==> src/sv/gdfw_pkg.sv <==
`default_nettype none
package gdfw_pkg;

    localparam int VERTEX_W         = 4;
    localparam int REQ_W            = 2;
    localparam int STATUS_W         = 2;
    localparam int NODE_COUNT_W     = 5;
    localparam int NODE_COUNT_RESET = 9;
    localparam int RESULT_CAP       = 16;
    localparam int CNT_W            = $clog2(RESULT_CAP + 1);

    typedef enum logic [REQ_W-1:0] {
        REQ_CLEAR = 2'd0,
        REQ_ADD   = 2'd1,
        REQ_WALK  = 2'd2,
        REQ_NONE  = 2'd3
    } req_t;

    typedef enum logic [STATUS_W-1:0] {
        ST_OK    = 2'd0,
        ST_RANGE = 2'd1,
        ST_FULL  = 2'd2
    } status_t;

    typedef struct packed {
        logic                valid;
        logic [VERTEX_W-1:0] vertex;
        logic                last;
        logic [STATUS_W-1:0] status;
    } post_t;

endpackage
`default_nettype wire

==> src/sv/gdfw_ram.sv <==
`default_nettype none
module gdfw_ram #(
    parameter int WIDTH = 8,
    parameter int DEPTH = 16
) (
    input  wire logic                     aclk,
    input  wire logic                     we,
    input  wire logic [$clog2(DEPTH)-1:0] waddr,
    input  wire logic [WIDTH-1:0]         wdata,
    input  wire logic                     re,
    input  wire logic [$clog2(DEPTH)-1:0] raddr,
    output logic      [WIDTH-1:0]         rdata
);

    logic [WIDTH-1:0] mem [DEPTH];

    always_ff @(posedge aclk) begin
        if (we) begin
            mem[waddr] <= wdata;
        end
        if (re) begin
            rdata <= mem[raddr];
        end
    end

endmodule
`default_nettype wire

==> src/sv/gdfw_engine.sv <==
`default_nettype none
module gdfw_engine #(
    parameter int MAX_NODES = 16,
    parameter int MAX_EDGES = 64
) (
    input  wire logic                                 aclk,
    input  wire logic                                 aresetn,
    input  wire logic                                 s_valid,
    output logic                                      s_ready,
    input  wire logic [gdfw_pkg::REQ_W-1:0]           req_type,
    input  wire logic [gdfw_pkg::VERTEX_W-1:0]        vertex_a,
    input  wire logic [gdfw_pkg::VERTEX_W-1:0]        vertex_b,
    input  wire logic                                 is_directed,
    input  wire logic [gdfw_pkg::NODE_COUNT_W-1:0]    node_count,
    input  wire logic                                 out_free,
    output gdfw_pkg::post_t                           post
);
    import gdfw_pkg::*;

    localparam int NW    = $clog2(MAX_NODES);
    localparam int EAW   = $clog2(MAX_EDGES);
    localparam int EW    = $clog2(MAX_EDGES + 1);
    localparam int DW    = $clog2(MAX_NODES + 1);
    localparam int LIM_W = (DW > NODE_COUNT_W) ? DW : NODE_COUNT_W;
    localparam int FW    = VERTEX_W + EW;
    localparam logic [EW-1:0] NULL_LINK = EW'(MAX_EDGES);

    typedef enum logic [8:0] {
        IDLE      = 9'b000000001,
        ADD_RD    = 9'b000000010,
        ADD_WR    = 9'b000000100,
        RESP      = 9'b000001000,
        WALK_HEAD = 9'b000010000,
        WALK_STEP = 9'b000100000,
        WALK_POP  = 9'b001000000,
        WALK_EDGE = 9'b010000000,
        FINISH    = 9'b100000000
    } state_t;

    state_t                state_reg, state_next;
    status_t               status_reg, status_next;
    logic [VERTEX_W-1:0]   src_reg, src_next;
    logic [VERTEX_W-1:0]   dst_reg, dst_next;
    logic                  dir_reg, dir_next;
    logic                  second_reg, second_next;
    logic [EW-1:0]         edges_used_reg, edges_used_next;
    logic [MAX_NODES-1:0]  head_valid_reg, head_valid_next;
    logic [MAX_NODES-1:0]  visited_reg, visited_next;
    logic [VERTEX_W-1:0]   top_v_reg, top_v_next;
    logic [EW-1:0]         top_pos_reg, top_pos_next;
    logic [DW-1:0]         depth_reg, depth_next;
    logic [CNT_W-1:0]      cnt_reg, cnt_next;
    logic [VERTEX_W-1:0]   pend_reg, pend_next;

    logic [LIM_W-1:0]      lim;
    logic                  accept;
    logic                  a_ok, b_ok, room_ok;
    logic [EW:0]           need_sum;

    logic [VERTEX_W-1:0]   head_rv;
    logic [EW-1:0]         head_rdata;
    logic                  head_we;
    logic [EW-1:0]         src_link;

    logic                  edge_we, edge_re;
    logic [FW-1:0]         edge_rdata;
    logic [VERTEX_W-1:0]   edge_t;
    logic [EW-1:0]         edge_link;
    logic                  fresh;

    logic                  stk_we, stk_re;
    logic [NW-1:0]         stk_waddr, stk_raddr;
    logic [FW-1:0]         stk_rdata;

    assign lim = (LIM_W'(node_count) < LIM_W'(MAX_NODES)) ? LIM_W'(node_count)
                                                           : LIM_W'(MAX_NODES);
    assign s_ready  = (state_reg == IDLE);
    assign accept   = s_valid && s_ready;
    assign a_ok     = LIM_W'(vertex_a) < lim;
    assign b_ok     = LIM_W'(vertex_b) < lim;
    assign need_sum = {1'b0, edges_used_reg} + (is_directed ? (EW + 1)'(1) : (EW + 1)'(2));
    assign room_ok  = need_sum <= (EW + 1)'(MAX_EDGES);

    assign edge_t    = edge_rdata[EW +: VERTEX_W];
    assign edge_link = edge_rdata[EW-1:0];
    assign fresh     = (LIM_W'(edge_t) < lim) && !visited_reg[NW'(edge_t)];
    assign src_link  = head_valid_reg[NW'(src_reg)] ? head_rdata : NULL_LINK;

    always_comb begin
        case (state_reg)
            IDLE:    head_rv = vertex_a;
            ADD_RD:  head_rv = src_reg;
            default: head_rv = edge_t;
        endcase
    end

    assign head_we   = (state_reg == ADD_WR);
    assign edge_we   = (state_reg == ADD_WR);
    assign edge_re   = (state_reg == WALK_STEP) && (top_pos_reg != NULL_LINK);
    assign stk_re    = (state_reg == WALK_STEP) && (top_pos_reg == NULL_LINK);
    assign stk_raddr = NW'(depth_reg - DW'(2));
    assign stk_waddr = NW'(depth_reg - DW'(1));

    gdfw_ram #(.WIDTH(EW), .DEPTH(MAX_NODES)) u_head (
        .aclk  (aclk),
        .we    (head_we),
        .waddr (NW'(src_reg)),
        .wdata (edges_used_reg),
        .re    (1'b1),
        .raddr (NW'(head_rv)),
        .rdata (head_rdata)
    );

    gdfw_ram #(.WIDTH(FW), .DEPTH(MAX_EDGES)) u_edge (
        .aclk  (aclk),
        .we    (edge_we),
        .waddr (edges_used_reg[EAW-1:0]),
        .wdata ({dst_reg, src_link}),
        .re    (edge_re),
        .raddr (top_pos_reg[EAW-1:0]),
        .rdata (edge_rdata)
    );

    gdfw_ram #(.WIDTH(FW), .DEPTH(MAX_NODES)) u_stack (
        .aclk  (aclk),
        .we    (stk_we),
        .waddr (stk_waddr),
        .wdata ({top_v_reg, edge_link}),
        .re    (stk_re),
        .raddr (stk_raddr),
        .rdata (stk_rdata)
    );

    always_comb begin
        state_next      = state_reg;
        status_next     = status_reg;
        src_next        = src_reg;
        dst_next        = dst_reg;
        dir_next        = dir_reg;
        second_next     = second_reg;
        edges_used_next = edges_used_reg;
        head_valid_next = head_valid_reg;
        visited_next    = visited_reg;
        top_v_next      = top_v_reg;
        top_pos_next    = top_pos_reg;
        depth_next      = depth_reg;
        cnt_next        = cnt_reg;
        pend_next       = pend_reg;
        stk_we          = 1'b0;
        post            = '0;

        unique case (state_reg)
            IDLE: begin
                if (accept) begin
                    case (req_type)
                        REQ_CLEAR: begin
                            head_valid_next = '0;
                            edges_used_next = '0;
                            status_next     = ST_OK;
                            state_next      = RESP;
                        end
                        REQ_ADD: begin
                            if (!a_ok || !b_ok) begin
                                status_next = ST_RANGE;
                                state_next  = RESP;
                            end else if (!room_ok) begin
                                status_next = ST_FULL;
                                state_next  = RESP;
                            end else begin
                                src_next    = vertex_a;
                                dst_next    = vertex_b;
                                dir_next    = is_directed;
                                second_next = 1'b0;
                                state_next  = ADD_WR;
                            end
                        end
                        REQ_WALK: begin
                            if (!a_ok) begin
                                status_next = ST_RANGE;
                                state_next  = RESP;
                            end else begin
                                visited_next               = '0;
                                visited_next[NW'(vertex_a)] = 1'b1;
                                pend_next                  = vertex_a;
                                cnt_next                   = CNT_W'(1);
                                top_v_next                 = vertex_a;
                                depth_next                 = DW'(1);
                                state_next                 = WALK_HEAD;
                            end
                        end
                        default: begin
                            state_next = IDLE;
                        end
                    endcase
                end
            end
            ADD_RD: begin
                state_next = ADD_WR;
            end
            ADD_WR: begin
                head_valid_next[NW'(src_reg)] = 1'b1;
                edges_used_next               = edges_used_reg + EW'(1);
                if (!dir_reg && !second_reg) begin
                    second_next = 1'b1;
                    src_next    = dst_reg;
                    dst_next    = src_reg;
                    state_next  = ADD_RD;
                end else begin
                    status_next = ST_OK;
                    state_next  = RESP;
                end
            end
            RESP: begin
                if (out_free) begin
                    post.valid  = 1'b1;
                    post.last   = 1'b1;
                    post.status = status_reg;
                    state_next  = IDLE;
                end
            end
            WALK_HEAD: begin
                top_pos_next = head_valid_reg[NW'(top_v_reg)] ? head_rdata : NULL_LINK;
                state_next   = WALK_STEP;
            end
            WALK_STEP: begin
                if (top_pos_reg != NULL_LINK) begin
                    state_next = WALK_EDGE;
                end else if (depth_reg == DW'(1)) begin
                    state_next = FINISH;
                end else begin
                    state_next = WALK_POP;
                end
            end
            WALK_POP: begin
                top_v_next   = stk_rdata[EW +: VERTEX_W];
                top_pos_next = stk_rdata[EW-1:0];
                depth_next   = depth_reg - DW'(1);
                state_next   = WALK_STEP;
            end
            WALK_EDGE: begin
                if (!fresh) begin
                    top_pos_next = edge_link;
                    state_next   = WALK_STEP;
                end else if (out_free) begin
                    post.valid                = 1'b1;
                    post.vertex               = pend_reg;
                    pend_next                 = edge_t;
                    visited_next[NW'(edge_t)] = 1'b1;
                    cnt_next                  = cnt_reg + CNT_W'(1);
                    if (cnt_reg == CNT_W'(RESULT_CAP - 1)) begin
                        state_next = FINISH;
                    end else begin
                        stk_we     = 1'b1;
                        top_v_next = edge_t;
                        depth_next = depth_reg + DW'(1);
                        state_next = WALK_HEAD;
                    end
                end
            end
            FINISH: begin
                if (out_free) begin
                    post.valid  = 1'b1;
                    post.vertex = pend_reg;
                    post.last   = 1'b1;
                    depth_next  = '0;
                    state_next  = IDLE;
                end
            end
            default: begin
                state_next = IDLE;
            end
        endcase
    end

    always_ff @(posedge aclk) begin
        if (!aresetn) begin
            state_reg      <= IDLE;
            edges_used_reg <= '0;
            head_valid_reg <= '0;
            visited_reg    <= '0;
            depth_reg      <= '0;
            cnt_reg        <= '0;
            second_reg     <= 1'b0;
        end else begin
            state_reg      <= state_next;
            edges_used_reg <= edges_used_next;
            head_valid_reg <= head_valid_next;
            visited_reg    <= visited_next;
            depth_reg      <= depth_next;
            cnt_reg        <= cnt_next;
            second_reg     <= second_next;
        end
    end

    always_ff @(posedge aclk) begin
        status_reg  <= status_next;
        src_reg     <= src_next;
        dst_reg     <= dst_next;
        dir_reg     <= dir_next;
        top_v_reg   <= top_v_next;
        top_pos_reg <= top_pos_next;
        pend_reg    <= pend_next;
    end

    a_depth_bound: assert property (@(posedge aclk) disable iff (!aresetn)
        depth_reg <= DW'(MAX_NODES))
        else $error("walk stack overflow");

    a_post_free: assert property (@(posedge aclk) disable iff (!aresetn)
        post.valid |-> out_free)
        else $error("result posted into a busy output register");

    a_walk_start: assert property (@(posedge aclk) disable iff (!aresetn)
        (accept && req_type == REQ_WALK && a_ok) |=> $onehot(visited_reg))
        else $error("visited marks not reset to the start vertex");

    a_cnt_bound: assert property (@(posedge aclk) disable iff (!aresetn)
        cnt_reg <= CNT_W'(RESULT_CAP))
        else $error("result count past cap");

    a_walk_depth: assert property (@(posedge aclk) disable iff (!aresetn)
        (state_reg == WALK_HEAD || state_reg == WALK_STEP || state_reg == WALK_POP
         || state_reg == WALK_EDGE) |-> depth_reg != '0)
        else $error("walk running on an empty stack");

endmodule
`default_nettype wire

==> src/sv/graph_depth_first_walk_top.sv <==
// Channel   Direction  Handshake            Payload
// s_        in         s_valid / s_ready    s_req_type s_vertex_a s_vertex_b s_is_directed
// m_        out        m_valid / m_ready    m_vertex m_last m_status
// apb       in         psel penable pready  paddr pwrite pwdata prdata
//
// Clear and rejected requests post one status result. Unknown request: no result.
// Add edge: writes one list entry when directed, two when undirected.
// Walk: reads each vertex's list head, examines its edges one by one, descends into each
// fresh vertex it reaches and pops the stack when a list runs out, then posts the last
// vertex; one item at a time.
// Reset is synchronous; list heads carry valid bits, so no clearing pass is needed.
// A walk holds while the output register is full; new requests wait in IDLE.
`default_nettype none
module graph_depth_first_walk_top #(
    parameter int MAX_NODES = 16,
    parameter int MAX_EDGES = 64
) (
    input  wire logic                                aclk,
    input  wire logic                                aresetn,
    input  wire logic                                s_valid,
    output logic                                     s_ready,
    input  wire logic [gdfw_pkg::REQ_W-1:0]          s_req_type,
    input  wire logic [gdfw_pkg::VERTEX_W-1:0]       s_vertex_a,
    input  wire logic [gdfw_pkg::VERTEX_W-1:0]       s_vertex_b,
    input  wire logic                                s_is_directed,
    output logic                                     m_valid,
    input  wire logic                                m_ready,
    output logic      [gdfw_pkg::VERTEX_W-1:0]       m_vertex,
    output logic                                     m_last,
    output logic      [gdfw_pkg::STATUS_W-1:0]       m_status,
    input  wire logic                                psel,
    input  wire logic                                penable,
    input  wire logic                                pwrite,
    input  wire logic [2:0]                          paddr,
    input  wire logic [31:0]                         pwdata,
    output logic      [31:0]                         prdata,
    output logic                                     pready
);
    import gdfw_pkg::*;

    logic [NODE_COUNT_W-1:0] node_count_reg;
    logic                    reg_sel;
    logic                    cfg_write;

    logic                    m_valid_reg;
    logic [VERTEX_W-1:0]     m_vertex_reg;
    logic                    m_last_reg;
    logic [STATUS_W-1:0]     m_status_reg;
    logic                    out_free;
    post_t                   post;

    assign pready    = 1'b1;
    assign reg_sel   = (paddr[2] == 1'b0);
    assign cfg_write = psel && penable && pwrite && pready && reg_sel;
    assign prdata    = reg_sel ? 32'(node_count_reg) : 32'd0;

    always_ff @(posedge aclk) begin
        if (!aresetn) begin
            node_count_reg <= NODE_COUNT_W'(NODE_COUNT_RESET);
        end else if (cfg_write) begin
            node_count_reg <= pwdata[NODE_COUNT_W-1:0];
        end
    end

    gdfw_engine #(.MAX_NODES(MAX_NODES), .MAX_EDGES(MAX_EDGES)) u_engine (
        .aclk        (aclk),
        .aresetn     (aresetn),
        .s_valid     (s_valid),
        .s_ready     (s_ready),
        .req_type    (s_req_type),
        .vertex_a    (s_vertex_a),
        .vertex_b    (s_vertex_b),
        .is_directed (s_is_directed),
        .node_count  (node_count_reg),
        .out_free    (out_free),
        .post        (post)
    );

    assign out_free = !m_valid_reg || m_ready;

    always_ff @(posedge aclk) begin
        if (!aresetn) begin
            m_valid_reg <= 1'b0;
        end else if (post.valid) begin
            m_valid_reg <= 1'b1;
        end else if (m_ready) begin
            m_valid_reg <= 1'b0;
        end
    end

    always_ff @(posedge aclk) begin
        if (post.valid) begin
            m_vertex_reg <= post.vertex;
            m_last_reg   <= post.last;
            m_status_reg <= post.status;
        end
    end

    assign m_valid  = m_valid_reg;
    assign m_vertex = m_vertex_reg;
    assign m_last   = m_last_reg;
    assign m_status = m_status_reg;

endmodule
`default_nettype wire

==> config.mk <==
export PLATFORM = sky130hd
export DESIGN_NAME = graph_depth_first_walk_top
export DESIGN_NICKNAME = d
export VERILOG_FILES = /design/src/sv/gdfw_pkg.sv /design/src/sv/gdfw_ram.sv /design/src/sv/gdfw_engine.sv /design/src/sv/graph_depth_first_walk_top.sv
export SDC_FILE = /design/constraint.sdc
export NUM_CORES = 1
export LEC_CHECK = 0
export ABC_AREA = 0
export BUFFER_PORTS_ARGS = -buffer_cell sky130_fd_sc_hd__clkbuf_2
export CAP_MARGIN = 40
export CELL_PAD_IN_SITES_DETAIL_PLACEMENT = 0
export CELL_PAD_IN_SITES_GLOBAL_PLACEMENT = 1
export CORE_MARGIN = 2
export CORE_UTILIZATION = 30
export CTS_CLUSTER_SIZE = 25
export DETAILED_ROUTE_END_ITERATION = 10
export PLACE_DENSITY_LB_ADDON = 0.1
export SLEW_MARGIN = 30
export SYNTH_ARGS = -nofsm -noshare
export SYNTH_HDL_FRONTEND = slang
export SYNTH_SLANG_ARGS = --single-unit
==> constraint.sdc <==
create_clock -name aclk -period 3.6 [get_ports aclk]
set_clock_uncertainty 0.15 [all_clocks]
set_input_delay 0.36 -clock aclk [delete_from_list [all_inputs] [get_ports aclk]]
set_output_delay 0.36 -clock aclk [all_outputs]
set_load 0.005 [all_outputs]
# [Word level (Yosys, flattened, before mapping)]
# Memory sizes are Yosys's and may differ from the RTL's. A register that Yosys moved wholly into a read port is not among the register bits.
# Cells that the tools add are included.
[word_totals] register_bits=98 latch_bits=0 ram_bits=992 rom_bits=0 in_bits=53 output_inout_bits=42 elab_cells=225 memories=3
[mem_list] memory="u_engine.u_edge.mem" words=64 word_bits=11 read_ports=1 rd_clocked_by_memory_dff=1 write_ports=1 line="gdfw_ram.sv:15" text="logic [WIDTH-1:0] mem [DEPTH];"
[mem_list] memory="u_engine.u_stack.mem" words=16 word_bits=11 read_ports=1 rd_clocked_by_memory_dff=1 write_ports=1 line="gdfw_ram.sv:15"
[mem_list] memory="u_engine.u_head.mem" words=16 word_bits=7 read_ports=1 rd_clocked_by_memory_dff=1 write_ports=1 line="gdfw_ram.sv:15"
[classes] add_sub_neg=6 n_mul=0 div_mod_pow=0 n_lt_le_gt_ge=12 eq_ne=34 shifts=0 mux=109 n_bitwise=4 reduce_logical=38
[ops] cell="$mux W16" count=7
[ops] cell="$mux W4" count=20
[ops] cell="$mux W9" count=8
[ops] cell="$mux W5" count=14
[ops] cell="$pmux W16 S2" count=2
[ops] cell="$pmux W9 S7" count=1
[ops] cell="$pmux W4 S2" count=5
[ops] cell="$mux W7" count=5
[ops] cell="$or A16 B16 Y16" count=2
[ops] cell="$pmux W9 S3" count=1
[ops] cell="$ne A2 B2 Y1 const B" count=13
[ops] cell="$mux W1" count=22
[ops] cell="$pmux W7 S3" count=1
[ops] cell="$lt A4 B5 Y1 const B" count=4
[ops] cell="$pmux W5 S4" count=1
[ops] cell="$reduce_and A6 Y1" count=3
[ops] cell="$lt A4 B5 Y1" count=3
[ops] cell="$pmux W7 S2" count=1
[ops] cell="$bmux W1 S4" count=3
[ops] cell="$demux W1 S4" count=3
[ops] cell="$ge A4 B1 Y1 const B" count=3
[ops] cell="$mux W2" count=6
[ops] cell="$pmux W4 S3" count=1
[ops] cell="$logic_and A1 B1 Y1" count=11
[ops] cell="45 further kinds" count=63

# [Depth between registers and ports, before layout]
[depth] word_depth=9 depth_mapped=12

# [Cells and area by module]
# Synthesis repeated with hierarchy kept, for this count alone.
[unflattened] hier_cells=2616 hier_area_um2=45680.1
[by_module_without_submodules] module="gdfw_ram at u_engine.u_edge" instances=1 cells_per_inst=1380 area_per_inst_um2=27704.1 seq_area_each_um2=21470.6
[by_module_without_submodules] module="gdfw_ram at u_engine.u_stack" instances=1 cells_per_inst=305 area_per_inst_um2=7149.4 seq_area_each_um2=5615.4
[by_module_without_submodules] module="gdfw_engine" instances=1 cells_per_inst=659 area_per_inst_um2=5492.8 seq_area_each_um2=1961.9
[by_module_without_submodules] module="gdfw_ram at u_engine.u_head" instances=1 cells_per_inst=203 area_per_inst_um2=4600.7 seq_area_each_um2=3573.4
[by_module_without_submodules] module="graph_depth_first_walk_top" instances=1 cells_per_inst=69 area_per_inst_um2=733.2 seq_area_each_um2=330.3

# [Worst setup path after synthesis]
# No wires, ideal clock.
[synth_timing] path_kind="register to register" from="register u_engine.top_pos_reg[0]" to="register u_engine.u_edge.rdata[0], read port of u_engine.u_edge.mem (data pin)" setup_time_ns=0.272 arrival_time_ns=2.767 required_ns=3.178 slack_ns=0.411 path_stages_with_launch=7 cell_sequence="edfxtp_1 clkbuf_1 buf_2 buf_1 mux4_2 mux4_2 mux4_2"
[synth_via] elab_chain_cells=2
[synth_rtl] element="start: declaration" line="gdfw_engine.sv:50" text="logic [EW-1:0] top_pos_reg, top_pos_next;"
[synth_rtl] element="start signal: assignment" line="gdfw_engine.sv:301" text="top_pos_reg <= top_pos_next;"
[synth_rtl] element="$ne A7 B7 Y1" line="gdfw_engine.sv:99" text="assign edge_re = (state_reg == WALK_STEP) && (top_pos_reg != NULL_LINK);"
[synth_rtl] element="$logic_and A1 B1 Y1" line="gdfw_engine.sv:99"
[synth_rtl] element="end: declaration" line="gdfw_ram.sv:12" text="output logic [WIDTH-1:0] rdata"
# Several ways; a longest one is shown, not always the timed one.
# A chain may end at the register's enable or synchronous reset.

# [Worst setup path after layout]
[layout_timing] from="register u_engine.state_reg[6]" to="register u_engine.u_head.rdata[1], read port of u_engine.u_head.mem"
[layout_via] elab_chain_cells=2
[layout_rtl] element="start: declaration" line="gdfw_engine.sv:40" text="state_t state_reg, state_next;"
[layout_rtl] element="start signal: assignment" line="gdfw_engine.sv:285" text="state_reg <= state_next;"
[layout_rtl] element="$eq A9 B2 Y1 / $eq A9 B1 Y1 (equally long branches)" line="gdfw_engine.sv:90" text="case (state_reg)"
[layout_rtl] element="$pmux W4 S2 (*)" line="gdfw_engine.sv:90"
[layout_rtl] element="end: declaration" line="gdfw_ram.sv:12"
# Mark *: on every way between the ends. The rest lies on a longest branch, timed or not.

==> impl_metrics.py <==
metrics = {
    "finish": {
        "drive_gt1_share_pct": 27.81,
        "area_growth_pct": 17.93,
        "largestRegisters": "u_engine.u_edge.mem: 704 flops, u_engine.u_stack.mem: 176 flops, u_engine.u_head.mem: 112 flops",
        "layout.cells.non_filler": 4781,
        "nets": 2747,
        "largest_reg_flops": 704,
        "top_register": "u_engine.u_edge.mem",
        "fillers": 14020,
        "diodes": 0,
        "finish.instance_area_sq_um": 53490,
    },
    "logic_synthesis": {
        "yosys.cell_types.count": 73,
        "synth_area_sq_um": 45360,
        "syn-mean-instance-area_sq_um": 18.76,
        "syn_inst": 2418,
        "ys_async_sr_fraction_pct": 0,
        "yosysWarnings": 0,
        "synth-seq-area-share_pct": 72.49,
        "synth_edf_count": 1047,
        "ys_seq_elements": 1119,
        "ys.flop_type": "edfxtp_1",
    },
    "power_and_ir_drop": {
        "p_per_area_nw_per_um2": 535.6,
        "ir_drop_uv": 367.8,
        "p_total_uw": 28650,
        "p_leak_uw": 0.01628,
    },
    "sta": {
        "tightest_slew_ns": 0.8737,
        "layout_min_cycle_time_ns": 3.351,
        "max_freq_ghz": 0.2984,
        "final.period_utilization_pct": 93.08,
        "finalHoldViolCount": 0,
        "fin_tns_setup_ns": 0,
        "final-setup-viol-count": 0,
        "final_max_slew_viol_count": 0,
        "slew_headroom_pct": 41.59,
        "rsz0062_at_grt": "false",
    },
    "worst_setup_path": {
        "cp_data_arrival_time_ns": 3.81,
        "crit_family": "simple AND/OR/NAND/NOR gates",
        "path_cells": "or4_1 -> o41a_1 -> mux2_4 -> nand2_8 -> mux2_2 -> o211ai_1 -> o2111ai_1",
        "path_class": "reg2reg",
        "critPathRequiredTime_ns": 4.06,
        "end_kind": "register",
        "slowest_delay_ns": 0.66,
        "critPathMaxFanout": 46,
        "cp_slowest_cell": "or4_1",
        "worst_setup_path_start_kind": "register",
        "path_buf_inv": 0,
        "reg2reg_setup_slack_ns": 0.25,
    },
    "routing": {
        "drt_iter0_markers": 1575,
        "drc": 0,
        "via_per_inst": 4.846,
        "drtAntennaViolNets": 0,
        "dr.pass1.iters": 5,
        "routed_wl_um": 122600,
        "num_vias": 23170,
        "wl_per_cell_um": 25.64,
    },
    "die": {
        "start_util_pct": 30.25,
        "rows": 142,
        "die_w_um": 392.8,
        "die_area_sq_um": 154300,
        "pin_count": 95,
        "dieHeight_um": 392.8,
        "core_area_sq_um": 150000,
    },
    "placed_design": {
        "globalplace.congestion": 0.7702,
        "dpl.hpwl_um": 77860,
        "numPortBuffers": 37,
        "post_dp_cell_area_sq_um": 49280,
        "dp_cells": 4532,
    },
    "worst_hold_path": {
        "hold_path.class": "in2reg",
    },
    "clock_tree": {
        "cts_buffer_depth": 3,
        "htreeDepth": 4,
        "clock_sinks": 1119,
        "cts_inserted_buffers": 130,
        "cts-resized-gates": 0,
        "clkTransAtPathRegs_ns": 0.06,
        "cts_tree": "yes",
        "clk_latency_ns": 0.76,
        "root_buffer": "clkbuf_16",
    },
    "global_routing": {
        "grt_pass1_vias": 23990,
        "grt_pass1_wl_um": 175200,
        "antenna_found_initial": 5,
        "grt_overflow": 0,
        "grt_max_degree": 66,
        "track_usage_pct": 16.00,
    },
    "status": {
        "status": "finished, final reports clean",
    },
    "run": {
        "maxCapViolations": 0,
    },
}
[logic make-up after synthesis]
group	count (synthesis)	share of synthesized area (%)
buffers and inverters	195	1.956
AO/OA/AOI/OAI	194	2.819
AND/OR/NAND/NOR	508	5.354
adder cells (fa/ha/maj)	29	0.8165
multiplexers	360	16.33
flip-flops	1119	72.49
other	2	0.01656
XOR/XNOR	11	0.2124
[metal layers]
metal | part of all wire (%) | up-vias | GRT usage [%]
met3 | 3.8 | 154 | 2.604
met4 | 1.7 | 0 | 3.650
li1 | - | 10250 | -
met5 | 0 | - | 0
met2 | 50 | 501 | 27.27
met1 | 44 | 12270 | 21.38
[per-stage QoR]
step / hold slack, ns / utilization, % / worst slack (ns)
global placement: 0.3104 / 32.84 / 0.2629
global route: 0.02548 / 35.67 / 0.1010
detailed placement: 0.3251 / 32.86 / 0.2510
floorplan: 0.2950 / - / 0.4114
finish: 0.04887 / 35.67 / 0.2492
CTS: 0.00002975 / 35.67 / 0.2456
[placed cells by master, fill, tap and decap left out, types with 29 or more instances in the layout]
cell type	Yosys	layout
mux4_2	300	300
nand2_1	81	81
clkinv_1	1	34
a21oi_1	32	32
nor2_1	197	197
nand3_1	60	60
clkbuf_16	0	131
o21ai_0	60	59
buf_4	29	177
dfxtp_1	72	70
clkbuf_2	0	37
clkbuf_1	97	29
mux2i_1	31	31
edfxtp_1	1047	1047
nor3_1	40	40
[cells in the mapped netlist (all sizes together), types with 21 or more instances]
master	number	area, sq um
mux2i	32	332.8
edfxtp	1047	31440
nand2	82	324.1
mux4	300	6756
nand3	60	300.3
dfxtp	72	1441
clkbuf	97	364.1
a21oi	32	160.2
buf	72	425.4
nor3	40	200.2
nor2	198	745.7
and2	35	219.0
o21ai	60	300.3
o211ai	21	157.7
inv	25	93.84
mux2	28	319.1
ha	28	350.3
[final timing paths]
check | from | end | cells past startpoint
max | u_engine.state_reg[6]$_SDFFE_PN0P_ | u_engine.u_head.rdata[1]$_DFF_P_ | 7
min reg2reg | u_engine.cnt_reg[3]$_SDFFE_PN0P_ | u_engine.cnt_reg[3]$_SDFFE_PN0P_ | 2
max reg2reg | u_engine.state_reg[6]$_SDFFE_PN0P_ | u_engine.u_head.rdata[1]$_DFF_P_ | 7
min | aresetn | node_count_reg[3]$_SDFFE_PN1P_ | 2
[final cells by class]
type	count	area [sq um]	area share [%]
Clock buffer	161	3401	6.358
Tap cell	2016	2522	4.716
Clock inverter	71	640.6	1.198
Multi-Input combinational cell	1130	11720	21.91
Inverter	26	97.59	0.1825
Timing Repair Buffer	258	2221	4.152
Sequential cell	1119	32890	61.48
[worst register-to-register path: stages, from the launching register on]
cell and delay (ns):
dfxtp_1 0.38, or4_1 0.66, o41a_1 0.44, mux2_4 0.34, nand2_8 0.33, mux2_2 0.40
o211ai_1 0.34, o2111ai_1 0.16
[repair_timing]
item	CTS	global route
endpoints found under the hold margin	17	0
hold buffers	16	0
buffers inserted	0	0
[report_power, final]
group          leakage [uW]  internal [uW]  total (uW)  switching [uW]
clock network       0.00197           7210       12600            5360
registers           0.00954          14200       14400             150
logic               0.00477            709        1700             989
No activity file was read; power rests on OpenSTA's default activity.
